<file path="config.mk">
export PLATFORM = sky130hd
export DESIGN_NAME = frcc_area_cell
export DESIGN_NICKNAME = d
export VERILOG_FILES = /design/src/hw/rtl/assert_macros.svh /design/src/hw/rtl/frcc_pkg.sv /design/src/hw/rtl/frcc_area_cell.sv
export SDC_FILE = /design/constraint.sdc
export NUM_CORES = 2
export LEC_CHECK = 0
export ABC_AREA = 1
export BUFFER_PORTS_ARGS = -buffer_cell sky130_fd_sc_hd__buf_2
export CORE_MARGIN = 2
export CORE_UTILIZATION = 65
export CTS_BUF_LIST = sky130_fd_sc_hd__clkbuf_8
export DETAILED_ROUTE_END_ITERATION = 16
export PLACE_DENSITY = 0.95
export REMOVE_ABC_BUFFERS = 1
export SYNTH_ARGS = -nofsm -noshare
export SYNTH_HDL_FRONTEND = slang
export SYNTH_SLANG_ARGS = --single-unit
</file>
<file path="constraint.sdc">
create_clock -name clk -period 3.1 [get_ports clk]
set_clock_uncertainty 0.15 [all_clocks]
set_input_delay 0.31 -clock clk [delete_from_list [all_inputs] [get_ports clk]]
set_output_delay 0.31 -clock clk [all_outputs]
set_load 0.1 [all_outputs]
</file>
<file path="src/hw/rtl/assert_macros.svh">
// Assertion macros used by the fence check top level.
`ifndef ASSERT_MACROS_SVH
`define ASSERT_MACROS_SVH

// Clocked assertion with asynchronous active-low reset gating
`define FRCC_ASSERT(lbl, clk, rst_n, prop, msg) \
	lbl: assert property (@(posedge clk) disable iff (!rst_n) (prop)) else $error(msg);

// Same, without the reset gate
`define FRCC_ASSERT_ALWAYS(lbl, clk, prop, msg) \
	lbl: assert property (@(posedge clk) (prop)) else $error(msg);

`endif

</file>
<file path="src/hw/rtl/frcc_pkg.sv">
// Package: types and constants of the fence region containment check.
package frcc_pkg;

	localparam int MAX_BOXES   = 256;
	localparam int MAX_REGIONS = 64;
	localparam int COORD_W     = 32;
	localparam int BOX_AW      = $clog2(MAX_BOXES);
	localparam int RS_AW       = $clog2(MAX_REGIONS + 1);
	localparam int START_W     = 9;
	localparam int RCNT_W      = 7;
	localparam int IDX_W       = 8;
	localparam int SIZE_W      = COORD_W - 1;
	localparam int AREA_W      = 63;
	localparam int PROD_W      = 2 * COORD_W;
	localparam int IN_DATA_W   = 272;
	localparam int OUT_DATA_W  = 72;

	typedef enum logic [1:0] {
		OP_BOX   = 2'd0,
		OP_START = 2'd1,
		OP_CHECK = 2'd2,
		OP_NOP   = 2'd3
	} op_t;

	typedef enum logic [2:0] {
		ST_IDLE,
		ST_RD_END,
		ST_WALK,
		ST_DRAIN,
		ST_FIN
	} state_t;

	// one box row: x low, x high, y low, y high
	typedef struct packed {
		logic signed [COORD_W-1:0] yh;
		logic signed [COORD_W-1:0] yl;
		logic signed [COORD_W-1:0] xh;
		logic signed [COORD_W-1:0] xl;
	} box_t;

	// clip cell result handed to the area cell
	typedef struct packed {
		logic               valid;
		logic               pos;
		logic [COORD_W-1:0] d;
	} clip_t;

endpackage

</file>
<file path="src/hw/rtl/frcc_area_cell.sv">
// Area cell: overlap product, then saturating subtract from the node area.
module frcc_area_cell (
	input  logic                              clk,
	input  logic                              arst_n,
	input  logic                              init,
	input  logic [2*frcc_pkg::SIZE_W-1:0]     init_area,
	input  frcc_pkg::clip_t                   clip_x,
	input  frcc_pkg::clip_t                   clip_y,
	output logic                              busy,
	output logic signed [frcc_pkg::AREA_W-1:0] area_q
);
	import frcc_pkg::*;

	localparam logic signed [AREA_W+2:0] AREA_MIN = -((AREA_W+3)'(1) <<< (AREA_W-1));

	logic [PROD_W-1:0]       prod_s1;
	logic                    hit_s1;
	logic signed [AREA_W+2:0] diff;

	// multiply stage
	always_ff @(posedge clk or negedge arst_n) begin
		if (!arst_n) begin
			hit_s1 <= 1'b0;
		end else begin
			hit_s1 <= clip_x.valid & clip_x.pos & clip_y.pos;
		end
	end

	always_ff @(posedge clk) begin
		prod_s1 <= clip_x.d * clip_y.d;
	end

	assign busy = hit_s1;

	// subtract with floor at the lowest area
	always_comb begin
		diff = {{3{area_q[AREA_W-1]}}, area_q} - {2'b00, prod_s1};
	end

	always_ff @(posedge clk) begin
		if (init) begin
			area_q <= AREA_W'(init_area);
		end else if (hit_s1) begin
			area_q <= (diff < AREA_MIN) ? AREA_MIN[AREA_W-1:0] : diff[AREA_W-1:0];
		end
	end

endmodule
</file>
==> results of run 1 <==
## cells by family after synthesis
logic type	after synthesis
AOI/OAI and AO/OA	320
buffers and inverters	1965
xor gates and xnor gates	112
and+or+nand+nor	2074
DFF	128
adders and majority gates	1225
## metrics by stage
step           utilization (%)  instance area [sq um]  hold slack (ns)  TNS, ns  std cells
2_1_floorplan                -                  43140          -0.1356  -195.35       5612
3_3_place_gp             73.03                  49040         -0.06617  -207.10       7136
3_5_place_dp             73.03                  49040         -0.06373  -229.59       7136
4_1_cts                  79.08                  53110        0.0006694  -172.43       7291
## routing by layer
metal	global-route usage (%)	overflow
met2	103.3	2593
met4	80.25	896
met5	87.73	140
met3	93.87	1079
met1	98.93	2204
## what timing repair did
action | 4_1_cts
endpoints found under the hold margin | 49
cloned | 5
hold buffers | 51
setup buffers | 68
pin swaps | 199
setup endpoints to repair | 107
resized for setup | 653
==> flow_summary.toml, run 1 <==
[yosys]
ys.flop_type = "dfxtp_1"
synth_top_cell_area_share_pct = 40.76
synth-xor-area-share_pct = 2.227
netlist_area_sq_mm = 0.04405
syn_area_per_cell_sq_um = 7.564
synth-seq-area-share_pct = 7.237
muxShareOfSynthArea_pct = 0
synth_top_family_by_area = "adder cells"
ys_ff_latch = 128
yosysTopAreaCell = "fa_1"
ys_top_cells_by_area = "fa_1 41%, inv_1 15%, nand2_1 14%"
syn-instance-count = 5824
synth_common_cells = "1720 x inv_1, 1637 x nand2_1, 897 x fa_1"
async_reset_ff_share_pct = 0.7813
synth_cell_types = 43
synth_edf_count = 62
ys_warn_count = 0
synth-simple-area-share_pct = 19.34
yosysMostFrequentCell = "inv_1"
synth_compound_area_share_pct = 4.107
synth-adder-area-share_pct = 50.08

[cts]
htree_num_levels = 4
cts-buffers-inserted = 17
cts.sinks = 128
cts_buffer_depth = 2
cts-root-buf = "clkbuf_8"

[global_routing]
grt_pass1_vias = 63963
grt_max_degree = 63
grt_use_total_pct = 96.24
grt_pass1_wl_um = 474300
grt-ovfl-total = 6912

[floorplanning]
row_count = 95
die_y_um = 264.3
die_width_um = 264.3
io_pins = 197
start_util_pct = 65.60

[outcome]
status = "aborted with a tool error"
stop_stage = "global routing (5_1_grt)"
toolErrorMsg = "[ERROR GRT-0116] Global routing finished with congestion. Check the congestion regions in the DRC Viewer."

[placed_design]
io_buffers = 195
hpwl_um = 134800
gp_congestion = 1.130
pre_cts_ws_ns = -4.476
==> run 2: changes to the inputs <==
--- a/config.mk
+++ b/config.mk
@@ -8,10 +8,9 @@
 export ABC_AREA = 1
 export BUFFER_PORTS_ARGS = -buffer_cell sky130_fd_sc_hd__buf_2
 export CORE_MARGIN = 2
-export CORE_UTILIZATION = 65
-export CTS_BUF_LIST = sky130_fd_sc_hd__clkbuf_8
+export CORE_UTILIZATION = 40
 export DETAILED_ROUTE_END_ITERATION = 16
-export PLACE_DENSITY = 0.95
+export PLACE_DENSITY_LB_ADDON = 0.15
 export REMOVE_ABC_BUFFERS = 1
 export SYNTH_ARGS = -nofsm -noshare
 export SYNTH_HDL_FRONTEND = slang
==> flow_summary.toml, run 2 <==
[critical_path]
crit_path_frequent_cell = "fa_1"
critPathRequiredTime_ns = 3.28
r2r_start = "prod_s1[44]"
end_kind = "flip-flop"
r2r-end = "area_q[30]"
crit_type = "in -> reg"
critPathMaxFanout = 5
startpoint_type = "primary input"
worstPathArrival_ns = 6.59
r2r_slack_ns = -0.02
ff2ff_path_depth = 17
max_stage_delay_ns = 0.59
crit_path_top_delay_cell = "fa_2"

[outcome]
status = "finished, violations left"
violations = "negative setup slack"

[cts]
htree_num_levels = 4
tritoncts = "yes"
cts-buffers-inserted = 17
cts-root-buf = "clkbuf_16"
clkTransAtPathRegs_ns = 0.07
cts_buffer_depth = 2
clock_latency_ns = 0.44
cts.sinks = 128

[global_routing]
grt_pass1_vias = 39419
grt_max_degree = 64
grt-ovfl-total = 0
antenna_found_initial = 7
grt_use_total_pct = 26.10
grt_pass1_wl_um = 226100

[yosys]
synth-seq-area-share_pct = 7.237
ys.flop_type = "dfxtp_1"
syn-instance-count = 5824
synth_edf_count = 62
yosysMostFrequentCell = "inv_1"
synth_top_cell_area_share_pct = 40.76
synth_cell_types = 43
ys_top_cells_by_area = "fa_1 41%, inv_1 15%, nand2_1 14%"
ys_ff_latch = 128
syn_area_per_cell_sq_um = 7.564
netlist_area_sq_mm = 0.04405
ys_warn_count = 0
async_reset_ff_share_pct = 0.7813
synth_common_cells = "1720 x inv_1, 1637 x nand2_1, 897 x fa_1"
yosysTopAreaCell = "fa_1"

[run]
maxCapViolations = 0

[floorplanning]
die_area_sq_mm = 0.1128
start_util_pct = 40.41
die_width_um = 335.9
coreArea_sq_mm = 0.1090
row_count = 121
io_pins = 197
die_y_um = 335.9

[routing]
wl_met2_um = 69430
firstDrtPassIters = 6
wl_met3_um = 6979
drtIter0Drc = 2376
vias_per_cell = 4.781
vias = 38311
drt.antenna.violating_nets = 0
wl_met1_um = 67000
drt-wirelength-per-cell_um = 18.29
drc = 0
top_layer = "met5"
routed_wl_um = 146600

[sta]
setup_viol = 82
setup_ws_ns = -3.310
tightest_slew_ns = 1.058
min_period_ns = 6.410
fin_setup_tns_ns = -168.09
report.final.slew_viol_count = 0
fmaxAchievable_mhz = 156.0
period_share_pct = 206.8
timing_hold_violations_final = 0
rsz0062_at_grt = "yes"
max_slew_margin_pct = 29.47

[finish]
synthToLayoutAreaGrowth_pct = 33.12
final_common_cell = "inv_1"
largest_register_ffs = 64
num-nets-final = 7943
drive_gt1_share_pct = 27.46
top_register = "prod_s1"
layout.cells.non_filler = 8013
regArea_sq_mm = 0.003193
mostFrequentLayoutCells = "1592 x inv_1, 1495 x nand2_1, 827 x fa_1, 516 x buf_4, 215 x ha_1"
num-fill-cells = 10386
multi_input_area_sq_mm = 0.03758

[placed_design]
dp.cells = 7811
io_buffers = 195
hpwl_um = 124800
gp_congestion = 0.9675

[min_path]
holdPathStages = 3
hold_end = "area_q[14]"
hp-start = "init_area[14]"
hp-class = "in -> reg"
run 2: what timing repair did:
item | in CTS | in global routing
buffers inserted | 66 | 57
gates resized for setup | 740 | 573
hold buffers | 43 | 0
gates cloned | 6 | 10
endpoints found under the setup margin | 108 | 122
pin swaps | 253 | 319
endpoints found under the hold margin | 41 | 0
run 2: how the worst max path moves through the flow:
stage / start / to / slack [ns] / cells past startpoint
after global placement: clip_y[8] / prod_s1[41] / -4.41 / 26
final: clip_x[15] / prod_s1[60] / -3.31 / 29
after floorplan: clip_y[8] / prod_s1[57] / -3.10 / 25
after CTS: clip_x[16] / prod_s1[58] / -3.27 / 28
after detailed placement: clip_x[11] / prod_s1[41] / -4.40 / 27
after global routing: clip_x[15] / prod_s1[58] / -3.47 / 28
run 2: cells by family (layout without fill, tap and decap cells):
kind of cell	after synthesis	in the layout	share of synthesized area (%)
AND/OR/NAND/NOR	2074	2074	19.34
flip-flops	128	128	7.237
adder cells (fa/ha/maj)	1225	1225	50.08
other	0	1	0
buffers and inverters	1965	2739	17.02
XOR/XNOR	112	112	2.227
AO/OA/AOI/OAI	320	320	4.107
run 2: metal layers:
layer  vias to the layer above  track usage, %
met5                         -               0
met1                     19110           37.39
met2                       947           43.09
met3                       157           2.405
met4                         2           5.333
li1                      18095               -
run 2: layout make-up:
cell class / count / share of cell area [%]
antenna: 1 / 0.004267
clock buffer: 19 / 0.7553
clock inverter: 13 / 0.1728
inverter: 1753 / 11.24
multi-input combinational: 3731 / 64.09
sequential: 128 / 5.445
tap: 1414 / 3.017
timing repair buffer: 954 / 15.28
run 2: critical path, delay by kind of cell:
family                     cells  cell delay [ns]
adders and majority gates      9             4.39
AOI/OAI and AO/OA              1             0.07
buffers and inverters         12             1.04
xor gates and xnor gates       1             0.13
and+or+nand+nor                6             0.62
run 2: stage by stage:
step | utilization, % | cell area (sq um) | worst slack [ns] | hold slack [ns]
after global placement | 46.61 | 50800 | -4.415 | -0.06586
after CTS | 51.07 | 55660 | -3.268 | 0.0007234
after floorplan | - | 43140 | -3.098 | -0.1356
final | 53.80 | 58640 | -3.310 | 0.01129
after global routing | 53.80 | 58640 | -3.474 | 0.009554
after detailed placement | 46.61 | 50800 | -4.403 | -0.06368
Power of run 2 is left out: the tool's default activity adds up to more than one toggle a clock period on the data nets, which glitch-free logic cannot reach.
