--- config.mk ---
export PLATFORM = sky130hd
export DESIGN_NAME = frcc_clip_cell
export DESIGN_NICKNAME = d
export VERILOG_FILES = /design/src/hw/rtl/assert_macros.svh /design/src/hw/rtl/frcc_pkg.sv /design/src/hw/rtl/frcc_clip_cell.sv
export SDC_FILE = /design/constraint.sdc
export NUM_CORES = 1
export LEC_CHECK = 0
export BUFFER_PORTS_ARGS = -buffer_cell sky130_fd_sc_hd__buf_2
export CAP_MARGIN = 20
export CORE_MARGIN = 2
export CORE_UTILIZATION = 53
export DETAILED_ROUTE_END_ITERATION = 8
export PLACE_DENSITY = 0.86
export SKIP_LAST_GASP = 1
export SLEW_MARGIN = 40
export SYNTH_ARGS = -nofsm -noshare
export SYNTH_HDL_FRONTEND = slang
export SYNTH_SLANG_ARGS = --single-unit
--- constraint.sdc ---
create_clock -name clk -period 1 [get_ports clk]
set_input_delay 0 -clock clk [delete_from_list [all_inputs] [get_ports clk]]
set_output_delay 0 -clock clk [all_outputs]
set_load 0.02 [all_outputs]
--- src/hw/rtl/assert_macros.svh ---
// Assertion macros used by the fence check top level.
`ifndef ASSERT_MACROS_SVH
`define ASSERT_MACROS_SVH

// Clocked assertion with asynchronous active-low reset gating
`define FRCC_ASSERT(lbl, clk, rst_n, prop, msg) \
	lbl: assert property (@(posedge clk) disable iff (!rst_n) (prop)) else $error(msg);

// Same, without the reset gate
`define FRCC_ASSERT_ALWAYS(lbl, clk, prop, msg) \
	lbl: assert property (@(posedge clk) (prop)) else $error(msg);

`endif

--- src/hw/rtl/frcc_pkg.sv ---
// Package: types and constants of the fence region containment check.
package frcc_pkg;

	localparam int MAX_BOXES   = 256;
	localparam int MAX_REGIONS = 64;
	localparam int COORD_W     = 32;
	localparam int BOX_AW      = $clog2(MAX_BOXES);
	localparam int RS_AW       = $clog2(MAX_REGIONS + 1);
	localparam int START_W     = 9;
	localparam int RCNT_W      = 7;
	localparam int IDX_W       = 8;
	localparam int SIZE_W      = COORD_W - 1;
	localparam int AREA_W      = 63;
	localparam int PROD_W      = 2 * COORD_W;
	localparam int IN_DATA_W   = 272;
	localparam int OUT_DATA_W  = 72;

	typedef enum logic [1:0] {
		OP_BOX   = 2'd0,
		OP_START = 2'd1,
		OP_CHECK = 2'd2,
		OP_NOP   = 2'd3
	} op_t;

	typedef enum logic [2:0] {
		ST_IDLE,
		ST_RD_END,
		ST_WALK,
		ST_DRAIN,
		ST_FIN
	} state_t;

	// one box row: x low, x high, y low, y high
	typedef struct packed {
		logic signed [COORD_W-1:0] yh;
		logic signed [COORD_W-1:0] yl;
		logic signed [COORD_W-1:0] xh;
		logic signed [COORD_W-1:0] xl;
	} box_t;

	// clip cell result handed to the area cell
	typedef struct packed {
		logic               valid;
		logic               pos;
		logic [COORD_W-1:0] d;
	} clip_t;

endpackage

--- src/hw/rtl/frcc_clip_cell.sv ---
// Clip cell: overlap length of the node and one box along one axis.
module frcc_clip_cell (
	input  logic                               clk,
	input  logic                               arst_n,
	input  logic                               in_valid,
	input  logic signed [frcc_pkg::COORD_W-1:0] node_lo,
	input  logic signed [frcc_pkg::COORD_W:0]   node_hi,
	input  logic signed [frcc_pkg::COORD_W-1:0] box_lo,
	input  logic signed [frcc_pkg::COORD_W-1:0] box_hi,
	output frcc_pkg::clip_t                    out_s1
);
	import frcc_pkg::*;

	logic signed [COORD_W:0]   box_hi_x;
	logic signed [COORD_W:0]   box_lo_x;
	logic signed [COORD_W:0]   node_lo_x;
	logic signed [COORD_W:0]   hi;
	logic signed [COORD_W:0]   lo;
	logic signed [COORD_W+1:0] d;
	logic                      valid_s1;
	logic                      pos_s1;
	logic [COORD_W-1:0]        d_s1;

	// min of the highs minus max of the lows, all compares signed
	always_comb begin
		box_hi_x  = {box_hi[COORD_W-1], box_hi};
		box_lo_x  = {box_lo[COORD_W-1], box_lo};
		node_lo_x = {node_lo[COORD_W-1], node_lo};
		hi = (node_hi < box_hi_x) ? node_hi : box_hi_x;
		lo = (node_lo_x > box_lo_x) ? node_lo_x : box_lo_x;
		d  = {hi[COORD_W], hi} - {lo[COORD_W], lo};
	end

	// hand to the neighbor
	always_ff @(posedge clk or negedge arst_n) begin
		if (!arst_n) begin
			valid_s1 <= 1'b0;
		end else begin
			valid_s1 <= in_valid;
		end
	end

	always_ff @(posedge clk) begin
		pos_s1 <= !d[COORD_W+1] && (d != '0);
		d_s1   <= d[COORD_W-1:0];
	end

	assign out_s1 = {valid_s1, pos_s1, d_s1};

endmodule

==> flow_metrics.tcl, run 1 <==
set metrics [dict create \
    clockBufferDepth 2 \
    synth_edf_count 0 \
    grt_util_all_layers_pct 77.5 \
    outcome "did not finish" \
    dp_worst_setup_slack_ns -4.35 \
    worst_endpoint "pos_s1$_DFF_P_/D" \
    ctsHtreeMaxLevel 2 \
    clock-sinks 34 \
    synth_nets 833 \
    synth_area_per_cell_um2 8.51 \
    haltStage "global routing (5_1_grt)" \
    yosys_warnings 0 \
    synthFlopType "dfxtp_1" \
    rows 35 \
    ios 166 \
    synth_cell_types 66 \
    dp_hpwl_um 16100 \
    clockRootBuffer "clkbuf_8" \
    synth_area_um2 5130 \
    syn_inst 603 \
    numPortBuffers 165 \
    ys_async_sr_fraction_pct 2.94 \
    grt_max_degree 16 \
    numCtsBuffers 5 \
    dieHeight_um 102 \
    worst_path_end_type "register input" \
    tool.error "[ERROR GRT-0232] Routing congestion too high. Check the congestion heatmap in the GUI." \
    die_x_um 102 \
    ys_ff_latch 34 \
    grt.overflow.total 111 \
    gp_congestion 0.940 \
    dpl_cell_area_um2 7850 \
    yosysSeqAreaShare_pct 13.4 \
    initial_core_util_pct 55.0 \
]
==> Yosys cell counts (3+ instances only) <==
library cell | n | area share [%]
ha_1 | 97 | 24
inv_1 | 68 | 5.0
a21oi_1 | 45 | 4.4
a21o_1 | 37 | 5.4
dfxtp_1 | 33 | 13
mux2i_1 | 32 | 6.2
nand2_1 | 32 | 2.3
mux2_4 | 29 | 8.5
nor2_1 | 27 | 2.0
o21ai_0 | 23 | 2.2
nand4_1 | 19 | 2.3
xnor2_1 | 14 | 2.4
xor2_1 | 12 | 2.0
clkbuf_1 | 11 | 0.80
and3_1 | 8 | 0.98
nor3_1 | 8 | 0.78
nor2b_1 | 7 | 0.85
nand3_1 | 6 | 0.59
a31oi_1 | 5 | 0.61
nand2b_1 | 5 | 0.61
o21a_1 | 5 | 0.73
mux2_2 | 4 | 0.88
nor4_1 | 4 | 0.49
a2111oi_2 | 3 | 0.88
a21boi_0 | 3 | 0.44
and4_1 | 3 | 0.51
buf_1 | 3 | 0.22
buf_4 | 3 | 0.44
buf_6 | 3 | 0.66
o21ai_1 | 3 | 0.29
o21bai_1 | 3 | 0.44
o22ai_1 | 3 | 0.37
or4_1 | 3 | 0.44
==> cell families after synthesis <==
family                     after synthesis  synth area share, %
adders and majority gates               98                 24.0
DFF                                     34                 13.4
xor gates and xnor gates                27                 4.76
AOI/OAI and AO/OA                      156                 21.1
buffers and inverters                   90                 7.29
and+or+nand+nor                        133                 13.8
muxes                                   65                 15.6
==> routing by layer <==
metal  overflow  track usage (%)
met4         43             88.8
met3          1             63.4
met1          1             70.6
met2         66             96.8
met5          0             21.6
==> through the flow <==
| stage | utilization, % | std cells |
|---|---|---|
| after floorplan | - | 603 |
| after global placement | 84.2 | 1084 |
| after detailed placement | 84.2 | 1084 |
| after CTS | 91.4 | 1110 |
==> timing repair <==
action                                  in CTS
pin swaps                                   32
endpoints found under the hold margin        2
endpoints found under the setup margin      33
gates resized for setup                     74
buffers inserted                            19
hold buffers                                 2
==> run 2, diff against run 1 <==
--- a/config.mk
+++ b/config.mk
@@ -8,9 +8,9 @@
 export BUFFER_PORTS_ARGS = -buffer_cell sky130_fd_sc_hd__buf_2
 export CAP_MARGIN = 20
 export CORE_MARGIN = 2
-export CORE_UTILIZATION = 53
+export CORE_UTILIZATION = 38
 export DETAILED_ROUTE_END_ITERATION = 8
-export PLACE_DENSITY = 0.86
+export PLACE_DENSITY_LB_ADDON = 0.15
 export SKIP_LAST_GASP = 1
 export SLEW_MARGIN = 40
 export SYNTH_ARGS = -nofsm -noshare
==> run 2 against run 1 <==
Net effect:
- the flow now finishes, with violations (negative setup slack)
- synthesized cell count is the same
- area after synthesis unchanged
==> flow_metrics.tcl, run 2 <==
set metrics [dict create \
    outcome "finished, violations left" \
    violations "negative setup slack" \
    dieHeight_um 120 \
    yosysTopAreaCell "ha_1" \
    worst_pin_slew_ns 0.493 \
    synth-xor-area-share_pct 4.76 \
    syn_to_final_growth_pct 81.2 \
    synth_top_family_by_area "adder cells" \
    p_total_w 0.0151 \
    fin_crit_sh_pct 496 \
    path_max_fanout 5 \
    ys_async_sr_fraction_pct 2.94 \
    synthFlopType "dfxtp_1" \
    die_x_um 120 \
    largest_reg_flops 32 \
    antenna_cells 0 \
    muxShareOfSynthArea_pct 15.6 \
    drive_gt1_share_pct 59.2 \
    syn_inst 603 \
    synth_area_per_cell_um2 8.51 \
    final_common_cell "buf_4" \
    drc_errors 0 \
    synth-simple-area-share_pct 13.8 \
    largestRegisters "d_s1 (32), pos_s1 (1), valid_s1 (1)" \
    initial_core_util_pct 38.9 \
    crit_required_ns 1.17 \
    die-area_um2 14400 \
    synth_top_area_share_pct 23.7 \
    antenna_found_initial 0 \
    cts_tree "done" \
    synth.most_common_cell "ha_1" \
    hold_viol 0 \
    ios 166 \
    post_drt_wl_per_cell_um 15.0 \
    max_freq_mhz 202 \
    maxCapViolCount 0 \
    layout_common_cells "buf_4, buf_2, ha_1, inv_1, a21o_1" \
    multiInputGateArea_um2 5000 \
    synth_nets 833 \
    top_register "d_s1" \
    routed_wl_um 18000 \
    p_leak_nw 4.89 \
    n_fill_cell 993 \
    ir_worst_vdd_v 0.000737 \
    whs_ns 0.0200 \
    place_inst 1150 \
    grt.overflow.total 0 \
    rsz0062_at_grt "yes" \
    hp-class "in2async" \
    stdcell_count 1200 \
    synth_cell_types 66 \
    ys_ff_latch 34 \
    yosys_warnings 0 \
    dr.pass1.iters 5 \
    start_kind "input port" \
    dp_hpwl_um 14400 \
    first_iter_violations 274 \
    clockRootBuffer "clkbuf_16" \
    clock-sinks 34 \
    setup_viol 33 \
    synth_compound_area_share_pct 21.1 \
    synth_area_um2 5130 \
    design_area_um2 9300 \
    synth_edf_count 0 \
    synth.top_cells.by_area "ha_1, dfxtp_1, mux2_4" \
    rows 42 \
    cp.arrival_ns 5.12 \
    gp_congestion 0.942 \
    clockBufferDepth 2 \
    crit_path_end_kind "flip-flop" \
    design.core.area_um2 13200 \
    regArea_um2 686 \
    grt_max_degree 12 \
    crit_type "in2reg" \
    min_period_ns 4.96 \
    ctsHtreeMaxLevel 2 \
    timing.final.ws_setup_ns -3.96 \
    numPortBuffers 165 \
    synth_fa_ha_area_share_pct 24.0 \
    grt_util_all_layers_pct 23.8 \
    yosysSeqAreaShare_pct 13.4 \
    ant_nets 0 \
    numCtsBuffers 5 \
    p_per_area_nw_per_um2 1620 \
    dpl_cell_area_um2 8070 \
    vias 6056 \
    final.setup.tns_ns -98.61 \
    cts.clk_slew.worst_paths_ns 0.05 \
    slew_violations 0 \
    grt_pass1_vias 6185 \
    grt_pass1_wl_um 28200 \
    synth_common_cells "ha_1, inv_1, a21oi_1" \
    relSlewSlack_pct 66.8 \
    drt-vias-per-instance 5.05 \
    nets 1253 \
]
-- run 2: layer usage --
| layer | wire length, um | vias to the layer above | global-route usage, % |
|---|---|---|---|
| met5 | 0 | - | 0 |
| met3 | 695 | 40 | 2.45 |
| met1 | 7940 | 2805 | 29.7 |
| met2 | 8900 | 182 | 42.9 |
| met4 | 459 | 0 | 7.50 |
| li1 | - | 3029 | - |
-- run 2: area by class of cell --
class	instances	share of cell area (%)
clock inverter	1	0.0538
multi-input combinational	479	53.8
tap	176	2.37
sequential	34	7.38
timing repair buffer	435	32.1
clock buffer	7	1.53
inverter	68	2.80
-- run 2: how the worst max path moves through the flow --
stage | start | end | slack, ns
2_1_floorplan | node_hi[18] | pos_s1 | -3.78
3_3_place_gp | box_hi[18] | pos_s1 | -4.20
3_5_place_dp | box_hi[18] | pos_s1 | -4.24
4_1_cts | node_hi[18] | pos_s1 | -3.89
5_1_grt | node_hi[18] | pos_s1 | -4.16
6_report | node_hi[18] | pos_s1 | -3.96
-- run 2: critical path, stage by stage --
cell	delay [ns]
buf_8	0.10
ha_4	0.23
a21o_1	0.15
a21o_1	0.15
a21o_1	0.17
a21o_1	0.16
a21o_1	0.16
a21o_1	0.15
a221o_1	0.35
a31oi_4	0.20
o41ai_4	0.14
buf_4	0.16
mux2_4	0.31
fa_2	0.39
a21o_1	0.23
a221oi_4	0.26
buf_6	0.16
nor3_4	0.05
a211oi_4	0.31
buf_4	0.18
a2111oi_4	0.07
nand2b_4	0.17
xor2_4	0.16
a2111oi_4	0.26
nand4_1	0.15
o31a_1	0.29
-- run 2: metrics by stage --
stage | worst slack (ns) | utilization, %
6_report | -3.96 | 70.5
5_1_grt | -4.16 | 70.5
4_1_cts | -3.89 | 67.7
3_5_place_dp | -4.24 | 61.2
3_3_place_gp | -4.20 | 61.2
2_1_floorplan | -3.78 | -
-- run 2: cell families after synthesis --
group,Yosys count
flops,34
compound gates,156
buf+inv,90
mux,65
simple gates,133
fa+ha+maj,98
xor+xnor,27
-- run 2: timing repair --
| action | CTS | global route |
|---|---|---|
| pin swaps | 40 | 51 |
| hold endpoints to repair | 2 | 0 |
| hold buffers | 2 | 0 |
| cloned | 1 | 0 |
| setup buffers | 32 | 24 |
| endpoints found under the setup margin | 33 | 33 |
| resized for setup | 89 | 53 |
-- run 2: report_power, final --
group          switching, W  leakage, nW  total (W)  internal, W
logic               0.00552         4.53     0.0113      0.00577
registers          0.000220        0.290    0.00225      0.00203
clock network      0.000567       0.0739    0.00155     0.000987
total               0.00631         4.89     0.0151      0.00879
Power figures use the tool's default switching activity.
